`config.mk`:
```
export PLATFORM = sky130hd
export DESIGN_NAME = three_level_feedback_scheduler_flat
export DESIGN_NICKNAME = d
export VERILOG_FILES = /design/src/rtl/core/tlfs_pkg.sv /design/src/rtl/core/tlfs_if.sv /design/src/rtl/core/tlfs_pick.sv /design/src/rtl/core/three_level_feedback_scheduler.sv /design/src/flat_wrapper.sv
export SDC_FILE = /design/constraint.sdc
export NUM_CORES = 2
export LEC_CHECK = 0
export ABC_CLOCK_PERIOD_IN_PS = 17500
export BUFFER_PORTS_ARGS = -buffer_cell sky130_fd_sc_hd__buf_2
export CAP_MARGIN = 20
export CORE_ASPECT_RATIO = 2
export CORE_MARGIN = 2
export CORE_UTILIZATION = 31
export DETAILED_ROUTE_END_ITERATION = 16
export SKIP_CTS_REPAIR_TIMING = 1
export SYNTH_ARGS = -nofsm -noshare
export SYNTH_HDL_FRONTEND = slang
export SYNTH_SLANG_ARGS = --single-unit
```
`constraint.sdc`:
```
create_clock -name clk -period 17.5 [get_ports clk]
set_clock_uncertainty 0.2 [all_clocks]
set_input_delay 0 -clock clk [delete_from_list [all_inputs] [get_ports clk]]
set_output_delay 0 -clock clk [all_outputs]
set_load 0.01 [all_outputs]
```
`src/rtl/core/tlfs_pkg.sv`:
```
// shared types and constants of the three-level feedback scheduler
// no dependencies; imported by the interfaces and every module
package tlfs_pkg;

  localparam int SLOTS_DEF     = 16;
  localparam int TIME_BITS_DEF = 16;
  localparam int BURST_W       = 16;
  localparam int SLOT_W        = 4;
  localparam int LVL_W         = 2;
  localparam int QUANT_W       = 8;
  localparam int CFG_IDX_W     = 1;
  localparam int CFG_DATA_W    = 8;
  localparam int NUM_CLS       = 4;

  localparam logic [QUANT_W-1:0] QUANTUM_FIRST_RST  = 8'd2;
  localparam logic [QUANT_W-1:0] QUANTUM_SECOND_RST = 8'd4;

  localparam logic [LVL_W-1:0] LVL_TOP = 2'd0;
  localparam logic [LVL_W-1:0] LVL_MID = 2'd1;
  localparam logic [LVL_W-1:0] LVL_LOW = 2'd2;

  typedef enum logic {
    CMD_ADMIT = 1'b0,
    CMD_TICK  = 1'b1
  } cmd_t;

  typedef enum logic [1:0] {
    ST_ADMITTED = 2'd0,
    ST_REJECTED = 2'd1,
    ST_RAN      = 2'd2,
    ST_IDLE     = 2'd3
  } status_t;

  typedef enum logic [CFG_IDX_W-1:0] {
    CFG_QUANTUM_FIRST  = 1'b0,
    CFG_QUANTUM_SECOND = 1'b1
  } cfg_reg_t;

  // candidate classes in pick priority order
  typedef enum logic [1:0] {
    CLS_L0     = 2'd0,
    CLS_L1     = 2'd1,
    CLS_L2_RUN = 2'd2,
    CLS_L2_NEW = 2'd3
  } cls_t;

  typedef enum logic [2:0] {
    S_IDLE,
    S_SCAN,
    S_DRAIN,
    S_SEL,
    S_EXEC,
    S_FIN,
    S_RESULT
  } state_t;

  typedef struct packed {
    logic clear;
    logic sample;
    cls_t cls;
  } tlfs_pick_ctl_t;

  typedef struct packed {
    status_t            status;
    logic [SLOT_W-1:0]  slot;
    logic [LVL_W-1:0]   run_level;
    logic               finished;
    logic [BURST_W-1:0] turnaround;
    logic [BURST_W-1:0] wait_time;
  } tlfs_res_t;

endpackage

```
`src/rtl/core/tlfs_if.sv`:
```
// valid/ready channels of the scheduler: request and response
// depends on tlfs_pkg for field widths
interface tlfs_req_if import tlfs_pkg::*; ();
  logic               valid;
  logic               ready;
  logic               cmd;
  logic [BURST_W-1:0] burst;

  modport source (output valid, cmd, burst, input ready);
  modport sink (input valid, cmd, burst, output ready);
endinterface

interface tlfs_rsp_if import tlfs_pkg::*; ();
  logic               valid;
  logic               ready;
  logic [1:0]         status;
  logic [SLOT_W-1:0]  slot;
  logic [LVL_W-1:0]   run_level;
  logic               finished;
  logic [BURST_W-1:0] turnaround;
  logic [BURST_W-1:0] wait_time;

  modport source (output valid, status, slot, run_level, finished, turnaround, wait_time,
                  input ready);
  modport sink (input valid, status, slot, run_level, finished, turnaround, wait_time,
                output ready);
endinterface

```
`src/rtl/core/tlfs_pick.sv`:
```
// candidate tracker: keeps the best slot of each class while the table is scanned
// depends on tlfs_pkg
module tlfs_pick import tlfs_pkg::*; #(
  parameter int IDX_W = 4,
  parameter int KEY_W = 16
) (
  input  logic             clk,
  input  logic             rst,
  input  tlfs_pick_ctl_t   ctl,
  input  logic [IDX_W-1:0] idx,
  input  logic [KEY_W-1:0] key,
  output logic             win_found,
  output logic [IDX_W-1:0] win_idx
);

  logic [NUM_CLS-1:0] has;
  logic [IDX_W-1:0]   bidx [NUM_CLS];
  logic [KEY_W-1:0]   bkey [NUM_CLS];
  logic               take;

  // strict compare in slot order keeps ties on the lowest slot
  assign take = ctl.sample && (!has[ctl.cls] || key < bkey[ctl.cls]);

  always_ff @(posedge clk) begin
    if (rst || ctl.clear) begin
      has <= '0;
    end else if (take) begin
      has[ctl.cls] <= 1'b1;
    end
  end

  always_ff @(posedge clk) begin
    if (take) begin
      bidx[ctl.cls] <= idx;
      bkey[ctl.cls] <= key;
    end
  end

  always_comb begin
    win_found = 1'b0;
    win_idx   = '0;
    for (int c = NUM_CLS - 1; c >= 0; c--) begin
      if (has[c]) begin
        win_found = 1'b1;
        win_idx   = bidx[c];
      end
    end
  end

endmodule

```
`src/rtl/core/three_level_feedback_scheduler.sv`:
```
// three-level feedback scheduler; one item at a time, result in an output register
// admit: one slot valid bit checked per cycle, from slot 0 up to the first free one or the last
// tick: the scan of the slot memory at one read a cycle, then drain and select states, and
// execute and finish states when a task runs; an idle tick goes from select to the result
// a new item can be taken in the cycle after its predecessor's result is loaded
// reset clears tick time, slot valid bits and control and restores the default quanta; slot memory is not cleared
module three_level_feedback_scheduler import tlfs_pkg::*; #(
  parameter int SLOTS     = SLOTS_DEF,
  parameter int TIME_BITS = TIME_BITS_DEF
) (
  input  logic                  clk,
  input  logic                  rst,
  tlfs_req_if.sink              task_req,
  tlfs_rsp_if.source            task_rsp,
  input  logic                  cfg_we,
  input  logic [CFG_IDX_W-1:0]  cfg_idx,
  input  logic [CFG_DATA_W-1:0] cfg_data
);

  localparam int IDX_W = $clog2(SLOTS);
  localparam int KEY_W = (TIME_BITS > BURST_W) ? TIME_BITS : BURST_W;
  localparam int TA_W  = TIME_BITS + 1;
  localparam logic [IDX_W-1:0]     LAST_IDX = IDX_W'(SLOTS - 1);
  localparam logic [TIME_BITS-1:0] TIME_MAX = {TIME_BITS{1'b1}};
  localparam logic [TA_W-1:0]      TA_LIM   = (TIME_BITS < BURST_W) ?
                                              TA_W'({TIME_BITS{1'b1}}) :
                                              TA_W'({BURST_W{1'b1}});

  typedef struct packed {
    logic [BURST_W-1:0]   remaining;
    logic [BURST_W-1:0]   original;
    logic [TIME_BITS-1:0] arrival;
    logic [LVL_W-1:0]     level;
    logic [BURST_W-1:0]   qleft;
  } rec_t;

  state_t               state, state_next;
  logic [IDX_W-1:0]     idx;
  logic [IDX_W-1:0]     rd_idx;
  logic                 rd_vld, rd_vld_next;
  logic                 cmd_q;
  logic [BURST_W-1:0]   burst_q;
  logic [TIME_BITS-1:0] tick_time;
  logic [SLOTS-1:0]     slot_valid;
  logic [QUANT_W-1:0]   quantum_first, quantum_second;
  logic [IDX_W-1:0]     win_q;
  logic [TA_W-1:0]      ta_q;
  logic [BURST_W-1:0]   orig_q;
  tlfs_res_t            pend;
  tlfs_res_t            out_res;
  logic                 out_valid;

  rec_t                 mem [SLOTS];
  rec_t                 mem_q;
  logic                 mem_we;
  logic [IDX_W-1:0]     mem_waddr, mem_raddr;
  rec_t                 mem_wdata;

  tlfs_pick_ctl_t       pick_ctl;
  logic [KEY_W-1:0]     pick_key;
  logic                 win_found;
  logic [IDX_W-1:0]     win_idx;

  logic                 accept;
  logic                 out_free;
  logic                 cur_free;
  logic                 is_tick;

  // execute-stage arithmetic on the winner's record
  logic [BURST_W-1:0]   q_first_ext, q_second_ext;
  logic [BURST_W-1:0]   ql_start, ql_after, rem_after;
  logic                 done;
  logic [LVL_W-1:0]     lvl_after;
  logic [TA_W-1:0]      ta_diff;
  logic [TA_W-1:0]      ta_sat;
  logic [BURST_W-1:0]   tat, wt;

  assign accept    = task_req.valid && task_req.ready;
  assign task_req.ready = (state == S_IDLE);
  assign out_free  = !out_valid || task_rsp.ready;
  assign cur_free  = !slot_valid[idx];
  assign is_tick   = (cmd_q == CMD_TICK);

  // slot memory; accesses never overlap since each item finishes its write-back first
  always_ff @(posedge clk) begin
    if (mem_we) begin
      mem[mem_waddr] <= mem_wdata;
    end
    mem_q <= mem[mem_raddr];
  end

  tlfs_pick #(
    .IDX_W (IDX_W),
    .KEY_W (KEY_W)
  ) u_pick (
    .clk       (clk),
    .rst       (rst),
    .ctl       (pick_ctl),
    .idx       (rd_idx),
    .key       (pick_key),
    .win_found (win_found),
    .win_idx   (win_idx)
  );

  // classify the record coming back from the scan
  always_comb begin
    pick_ctl.clear  = accept;
    pick_ctl.sample = rd_vld && slot_valid[rd_idx] && (mem_q.level != 2'd3);
    pick_key        = KEY_W'(mem_q.remaining);
    case (mem_q.level)
      LVL_TOP: begin
        pick_ctl.cls = CLS_L0;
        pick_key     = KEY_W'(mem_q.arrival);
      end
      LVL_MID: begin
        pick_ctl.cls = CLS_L1;
        pick_key     = KEY_W'(mem_q.arrival);
      end
      default: begin
        pick_ctl.cls = (mem_q.qleft != '0) ? CLS_L2_RUN : CLS_L2_NEW;
      end
    endcase
  end

  always_comb begin
    q_first_ext  = (quantum_first == '0) ? BURST_W'(1) : BURST_W'(quantum_first);
    q_second_ext = (quantum_second == '0) ? BURST_W'(1) : BURST_W'(quantum_second);
    if (mem_q.qleft != '0) begin
      ql_start = mem_q.qleft;
    end else begin
      case (mem_q.level)
        LVL_TOP: ql_start = q_first_ext;
        LVL_MID: ql_start = q_second_ext;
        default: ql_start = (mem_q.remaining == '0) ? BURST_W'(1) : mem_q.remaining;
      endcase
    end
    ql_after  = ql_start - BURST_W'(1);
    rem_after = (mem_q.remaining != '0) ? mem_q.remaining - BURST_W'(1) : mem_q.remaining;
    done      = (rem_after == '0);
    lvl_after = (!done && ql_after == '0 && mem_q.level < LVL_LOW) ?
                mem_q.level + LVL_W'(1) : mem_q.level;
    ta_diff   = (tick_time >= mem_q.arrival) ?
                TA_W'(tick_time - mem_q.arrival) + TA_W'(1) : '0;
    ta_sat    = (ta_q > TA_LIM) ? TA_LIM : ta_q;
    tat       = BURST_W'(ta_sat);
    wt        = (tat > orig_q) ? tat - orig_q : '0;
  end

  // next state
  always_comb begin
    state_next = state;
    case (state)
      S_IDLE:   if (accept) state_next = S_SCAN;
      S_SCAN: begin
        if (!is_tick) begin
          if (cur_free || idx == LAST_IDX) state_next = S_RESULT;
        end else if (idx == LAST_IDX) begin
          state_next = S_DRAIN;
        end
      end
      S_DRAIN:  state_next = S_SEL;
      S_SEL:    state_next = win_found ? S_EXEC : S_RESULT;
      S_EXEC:   state_next = S_FIN;
      S_FIN:    state_next = S_RESULT;
      S_RESULT: if (out_free) state_next = S_IDLE;
      default:  state_next = S_IDLE;
    endcase
  end

  // memory controls
  always_comb begin
    mem_we      = 1'b0;
    mem_waddr   = idx;
    mem_wdata   = '0;
    mem_raddr   = idx;
    rd_vld_next = 1'b0;
    case (state)
      S_SCAN: begin
        if (is_tick) begin
          rd_vld_next = 1'b1;
        end else if (cur_free) begin
          mem_we              = 1'b1;
          mem_wdata.remaining = burst_q;
          mem_wdata.original  = burst_q;
          mem_wdata.arrival   = tick_time;
          mem_wdata.level     = LVL_TOP;
          mem_wdata.qleft     = '0;
        end
      end
      S_SEL: begin
        mem_raddr = win_idx;
      end
      S_EXEC: begin
        mem_we              = 1'b1;
        mem_waddr           = win_q;
        mem_wdata.remaining = rem_after;
        mem_wdata.original  = mem_q.original;
        mem_wdata.arrival   = mem_q.arrival;
        mem_wdata.level     = lvl_after;
        mem_wdata.qleft     = done ? '0 : ql_after;
      end
      default: ;
    endcase
  end

  always_ff @(posedge clk) begin
    if (rst) begin
      state          <= S_IDLE;
      rd_vld         <= 1'b0;
      tick_time      <= '0;
      slot_valid     <= '0;
      quantum_first  <= QUANTUM_FIRST_RST;
      quantum_second <= QUANTUM_SECOND_RST;
      out_valid      <= 1'b0;
    end else begin
      state  <= state_next;
      rd_vld <= rd_vld_next;
      if (cfg_we) begin
        case (cfg_idx)
          CFG_QUANTUM_FIRST:  quantum_first  <= cfg_data;
          CFG_QUANTUM_SECOND: quantum_second <= cfg_data;
          default: ;
        endcase
      end
      if (state == S_SCAN && !is_tick && cur_free) begin
        slot_valid[idx] <= 1'b1;
      end
      if (state == S_EXEC && done) begin
        slot_valid[win_q] <= 1'b0;
      end
      if (state == S_RESULT && out_free) begin
        out_valid <= 1'b1;
        if (is_tick && tick_time != TIME_MAX) begin
          tick_time <= tick_time + TIME_BITS'(1);
        end
      end else if (task_rsp.ready) begin
        out_valid <= 1'b0;
      end
    end
  end

  // datapath registers
  always_ff @(posedge clk) begin
    rd_idx <= idx;
    case (state)
      S_IDLE: begin
        idx     <= '0;
        cmd_q   <= task_req.cmd;
        burst_q <= (task_req.burst == '0) ? BURST_W'(1) : task_req.burst;
      end
      S_SCAN: begin
        if (!is_tick && cur_free) begin
          pend <= '{status: ST_ADMITTED, slot: SLOT_W'(idx), default: '0};
        end else if (!is_tick && idx == LAST_IDX) begin
          pend <= '{status: ST_REJECTED, default: '0};
        end else if (idx != LAST_IDX) begin
          idx <= idx + IDX_W'(1);
        end
      end
      S_SEL: begin
        win_q <= win_idx;
        pend  <= '{status: win_found ? ST_RAN : ST_IDLE,
                   slot: win_found ? SLOT_W'(win_idx) : '0,
                   default: '0};
      end
      S_EXEC: begin
        pend.run_level <= mem_q.level;
        pend.finished  <= done;
        ta_q           <= ta_diff;
        orig_q         <= mem_q.original;
      end
      S_FIN: begin
        if (pend.finished) begin
          pend.turnaround <= tat;
          pend.wait_time  <= wt;
        end
      end
      S_RESULT: begin
        if (out_free) begin
          out_res <= pend;
        end
      end
      default: ;
    endcase
  end

  assign task_rsp.valid      = out_valid;
  assign task_rsp.status     = out_res.status;
  assign task_rsp.slot       = out_res.slot;
  assign task_rsp.run_level  = out_res.run_level;
  assign task_rsp.finished   = out_res.finished;
  assign task_rsp.turnaround = out_res.turnaround;
  assign task_rsp.wait_time  = out_res.wait_time;

endmodule

```
`src/flat_wrapper.sv`:
```
// flat-port wrapper written by rule: the top's interface ports become plain ports
module three_level_feedback_scheduler_flat import tlfs_pkg::*;
#(
  parameter int SLOTS     = SLOTS_DEF,
  parameter int TIME_BITS = TIME_BITS_DEF
)
  (clk, rst, cfg_we, cfg_idx, cfg_data, task_req_valid, task_req_cmd, task_req_burst, task_req_ready, task_rsp_valid, task_rsp_status, task_rsp_slot, task_rsp_run_level, task_rsp_finished, task_rsp_turnaround, task_rsp_wait_time, task_rsp_ready);
  tlfs_req_if task_req_i ();
  tlfs_rsp_if task_rsp_i ();
  input  logic clk;
  input  logic rst;
  input  logic cfg_we;
  input  logic [CFG_IDX_W-1:0] cfg_idx;
  input  logic [CFG_DATA_W-1:0] cfg_data;
  input wire logic [$bits(task_req_i.valid)-1:0] task_req_valid;
  input wire logic [$bits(task_req_i.cmd)-1:0] task_req_cmd;
  input wire logic [$bits(task_req_i.burst)-1:0] task_req_burst;
  output wire logic [$bits(task_req_i.ready)-1:0] task_req_ready;
  output wire logic [$bits(task_rsp_i.valid)-1:0] task_rsp_valid;
  output wire logic [$bits(task_rsp_i.status)-1:0] task_rsp_status;
  output wire logic [$bits(task_rsp_i.slot)-1:0] task_rsp_slot;
  output wire logic [$bits(task_rsp_i.run_level)-1:0] task_rsp_run_level;
  output wire logic [$bits(task_rsp_i.finished)-1:0] task_rsp_finished;
  output wire logic [$bits(task_rsp_i.turnaround)-1:0] task_rsp_turnaround;
  output wire logic [$bits(task_rsp_i.wait_time)-1:0] task_rsp_wait_time;
  input wire logic [$bits(task_rsp_i.ready)-1:0] task_rsp_ready;
  assign task_req_i.valid = task_req_valid;
  assign task_req_i.cmd = task_req_cmd;
  assign task_req_i.burst = task_req_burst;
  assign task_req_ready = task_req_i.ready;
  assign task_rsp_valid = task_rsp_i.valid;
  assign task_rsp_status = task_rsp_i.status;
  assign task_rsp_slot = task_rsp_i.slot;
  assign task_rsp_run_level = task_rsp_i.run_level;
  assign task_rsp_finished = task_rsp_i.finished;
  assign task_rsp_turnaround = task_rsp_i.turnaround;
  assign task_rsp_wait_time = task_rsp_i.wait_time;
  assign task_rsp_i.ready = task_rsp_ready;
  three_level_feedback_scheduler #(.SLOTS(SLOTS), .TIME_BITS(TIME_BITS)) u_core (.clk(clk), .rst(rst), .task_req(task_req_i), .task_rsp(task_rsp_i), .cfg_we(cfg_we), .cfg_idx(cfg_idx), .cfg_data(cfg_data));
endmodule
```
==> insert_results.sql <==
INSERT INTO impl_metrics (metric_group, metric, value, unit) VALUES
('run_status', 'status', 'complete, but fails checks', ''),
('run_status', 'failed_checks', 'hold timing', ''),
('pwr', 'peakVddDrop', '0.000122', 'V'),
('synth', 'flip_flop_and_latch_count_after_synthesis', '1403', ''),
('worst_setup_path', 'type_of_the_setup_path_with_the_least_slack', 'flip-flop to flip-flop', ''),
('pwr', 'internal_power', '0.00697', 'W'),
('placed_design', 'dp.final_hpwl', '80.5', 'mm'),
('global_route', 'number_of_global_route_vias_before_repair', '31700', ''),
('worst_setup_path', 'worstReg2RegEnd', 'u_core.mem_q[39]$_DFF_P_', ''),
('layout', 'drive_above_1_share', '0.115', ''),
('drt', 'detail_route.iter0.violations', '2604', ''),
('drt', 'detail_route.wl_per_cell', '21.3', 'um'),
('clocking', 'cts_inserted_buffers', '136', ''),
('drt', 'vias', '31800', ''),
('synth', 'ys.flop_type', 'sky130_fd_sc_hd__edfxtp_1', ''),
('drt', 'finalWirelength', '138', 'mm'),
('global_route', 'globalRouteOverflowTotal', '0', ''),
('worst_setup_path', 'crit_family', 'buffers and inverters', ''),
('clocking', 'ctsRootBufferMaster', 'sky130_fd_sc_hd__clkbuf_16', ''),
('synth', 'netlist_top_cells_area', 'sky130_fd_sc_hd__edfxtp_1 (65%), sky130_fd_sc_hd__mux2i_1 (17%), sky130_fd_sc_hd__dfxtp_1 (4.3%), sky130_fd_sc_hd__ha_1 (1.6%), sky130_fd_sc_hd__mux4_2 (0.96%)', ''),
('timing', 'max_freq', '154', 'MHz'),
('worst_setup_path', 'required', '18.00', 'ns'),
('placed_design', 'gp_congestion', '0.878', ''),
('timing', 'setup-tns-final', '0', 'ns'),
('timing', 'report.final.slew_viol_count', '0', ''),
('worst_setup_path', 'critical_path_arrival', '7.01', 'ns'),
('die', 'io_pins', '74', ''),
('drt', 'dr.pass1.iters', '5', ''),
('pwr', 'sw_frac_of_total', '0.323', ''),
('worst_setup_path', 'cp_cell_sequence', 'or3_1 > inv_1 > o21ai_4 > buf_4 > buf_4 > buf_4 > buf_4 > mux2i_1 > mux2i_1 > mux2i_1', ''),
('placed_design', 'buffer_ports.inserted', '73', ''),
('worst_setup_path', 'critical-path-top-cell-by-count', 'sky130_fd_sc_hd__buf_4', ''),
('clocking', 'max-clock-path-buffers', '3', ''),
('layout', 'stdcell_count', '6490', ''),
('synth', 'synth-async-reset-ratio', '0', ''),
('synth', 'synth_enable_flop_cells', '1276', ''),
('worst_setup_path', 'r2r_start', 'u_core.state[2]$_SDFFE_PP0P_', ''),
('clocking', 'cts_sinks', '1403', ''),
('hold_path', 'timing.hold.worst.start', 'task_req_valid', ''),
('worst_setup_path', 'worst-r2r-cell-count', '10', ''),
('worst_setup_path', 'endpoint_kind', 'flip-flop', ''),
('clocking', 'tritoncts', 'built', ''),
('timing', 'hold_ws', '-0.00217', 'ns'),
('synth', 'synth.cells.most_frequent', 'sky130_fd_sc_hd__edfxtp_1 (1,276), sky130_fd_sc_hd__mux2i_1 (994), sky130_fd_sc_hd__nor2_1 (146)', ''),
('clocking', 'clk_transition_reported_paths', '0.06', 'ns'),
('timing', 'hold_violations', '1', ''),
('timing', 'worstMarginPinSlew', '1.22', 'ns'),
('drt', 'remaining_drc_errors', '0', ''),
('worst_setup_path', 'reg2reg_setup_slack', '10.99', 'ns'),
('synth', 'yosysTopAreaCellShare', '0.652', ''),
('pwr', 'net-switching-power', '0.00332', 'W'),
('pwr', 'clock_network_fraction_of_total_power', '0.292', ''),
('synth', 'netlist.top_cell.by_area', 'sky130_fd_sc_hd__edfxtp_1', ''),
('pwr', 'gate_power_share', '0.292', ''),
('timing', 'finalCritPeriodShare', '0.372', ''),
('die', 'die-width', '312', 'um'),
('hold_path', 'whs_endpoint', 'u_core.state[0]$_SDFFE_PP0P_', ''),
('worst_setup_path', 'critical_path_buffers_and_inverters', '5', ''),
('timing', 'slew_headroom', '0.187', ''),
('layout', 'finish.utilization', '0.359', ''),
('pwr', 'power_density', '152', 'nW/um^2'),
('global_route', 'grt_first_pass_wirelength', '204', 'mm'),
('global_route', 'grt_max_degree', '155', ''),
('worst_setup_path', 'crit_fanout', '56', ''),
('clocking', 'cts.htree.levels', '4', ''),
('synth', 'post_synth_instance_area', '58800', 'um^2'),
('worst_setup_path', 'crit_path_start_kind', 'flip-flop', ''),
('die', 'core_area', '189000', 'um^2'),
('global_route', 'global_route.usage.total', '0.139', ''),
('die', 'initial_standard_cell_utilization_of_the_core', '0.311', ''),
('clocking', 'clk-insertion-delay-late', '0.79', 'ns');
-- logic make-up after synthesis --
logic type / synth area share
AOI/OAI and AO/OA: 0.0352
xor gates and xnor gates: 0.00775
adders and majority gates: 0.0192
buffers and inverters: 0.0209
DFF: 0.695
muxes: 0.180
and+or+nand+nor: 0.0421
-- power groups by stage --
stage | clock network [W] | registers [W] | logic (W)
floorplan | 0 | 0.00420 | 0.00222
global placement | 0 | 0.00434 | 0.00296
detailed placement | 0 | 0.00434 | 0.00299
CTS | 0.00308 | 0.00427 | 0.00301
global route | 0.00320 | 0.00429 | 0.00324
finish | 0.00301 | 0.00427 | 0.00301
-- worst max-delay path by stage --
| stage | from | to | cells past startpoint |
|---|---|---|---|
| 6_report | u_core.state[2]$_SDFFE_PP0P_ | u_core.mem_q[39]$_DFF_P_ | 10 |
| 5_1_grt | u_core.state[2]$_SDFFE_PP0P_ | u_core.mem_q[47]$_DFF_P_ | 10 |
| 4_1_cts | u_core.state[2]$_SDFFE_PP0P_ | u_core.mem_q[53]$_DFF_P_ | 10 |
| 3_5_place_dp | u_core.state[2]$_SDFFE_PP0P_ | u_core.mem_q[46]$_DFF_P_ | 10 |
| 3_3_place_gp | u_core.state[2]$_SDFFE_PP0P_ | u_core.mem_q[39]$_DFF_P_ | 10 |
| 2_1_floorplan | u_core.state[2]$_SDFFE_PP0P_ | u_core.tick_time[12]$_SDFFE_PP0P_ | 9 |
-- state kept, by name, indices dropped and copies added (netlist names), 17 cells and up --
register,count
u_core.ta_q,17
u_core.pend,41
u_core.mem_q,66
u_core.u_pick.bkey,64
u_core.mem,1056
-- tightest hold or removal path, delay by kind of cell --
family / cells / cell delay, ns
buffers and inverters: 2 / 0.65
and+or+nand+nor: 1 / 0.06
AOI/OAI and AO/OA: 1 / 0.19
-- placed cells by master (no fill, tap or decap), drive strengths merged, types with 18 or more instances in the layout --
cell type and instances:
mux4 25, inv 107, edfxtp 1276, clkbuf 188, clkinv 43, xnor2 31
or2 24, dfxtp 127, mux2i 994, nand3 31, nor2 147, nand2 128
a21oi 92, xor2 21, nor3 43, dlygate4sd3 71, ha 76, o21ai 75
nor2b 21, and3 29, buf 166, nor4 18
-- area by class of cell --
class                      count  area (um^2)
timing repair buffer         240         1860
antenna                        1         2.50
clock inverter                68          915
inverter                     102          383
fill                       17900       121000
clock buffer                 185         3710
multi-input combinational   1983        16900
tap                         2508         3140
sequential                  1403        40900
-- per-layer routing --
metal,part of all wire,global-route usage,vias up
met5,0.000094,0,-
met4,0.026,0.0432,2
met3,0.041,0.0188,228
met2,0.49,0.239,812
met1,0.44,0.182,16300
li1,-,-,14500
-- through the flow --
step                      setup WS, ns  power [W]
after floorplan                  11.28    0.00643
after global placement           11.13    0.00729
after detailed placement         11.01    0.00734
after CTS                        10.98     0.0104
after global routing             10.65     0.0107
final                            10.99     0.0103
Note: power is estimated with default switching activity, not from simulation.
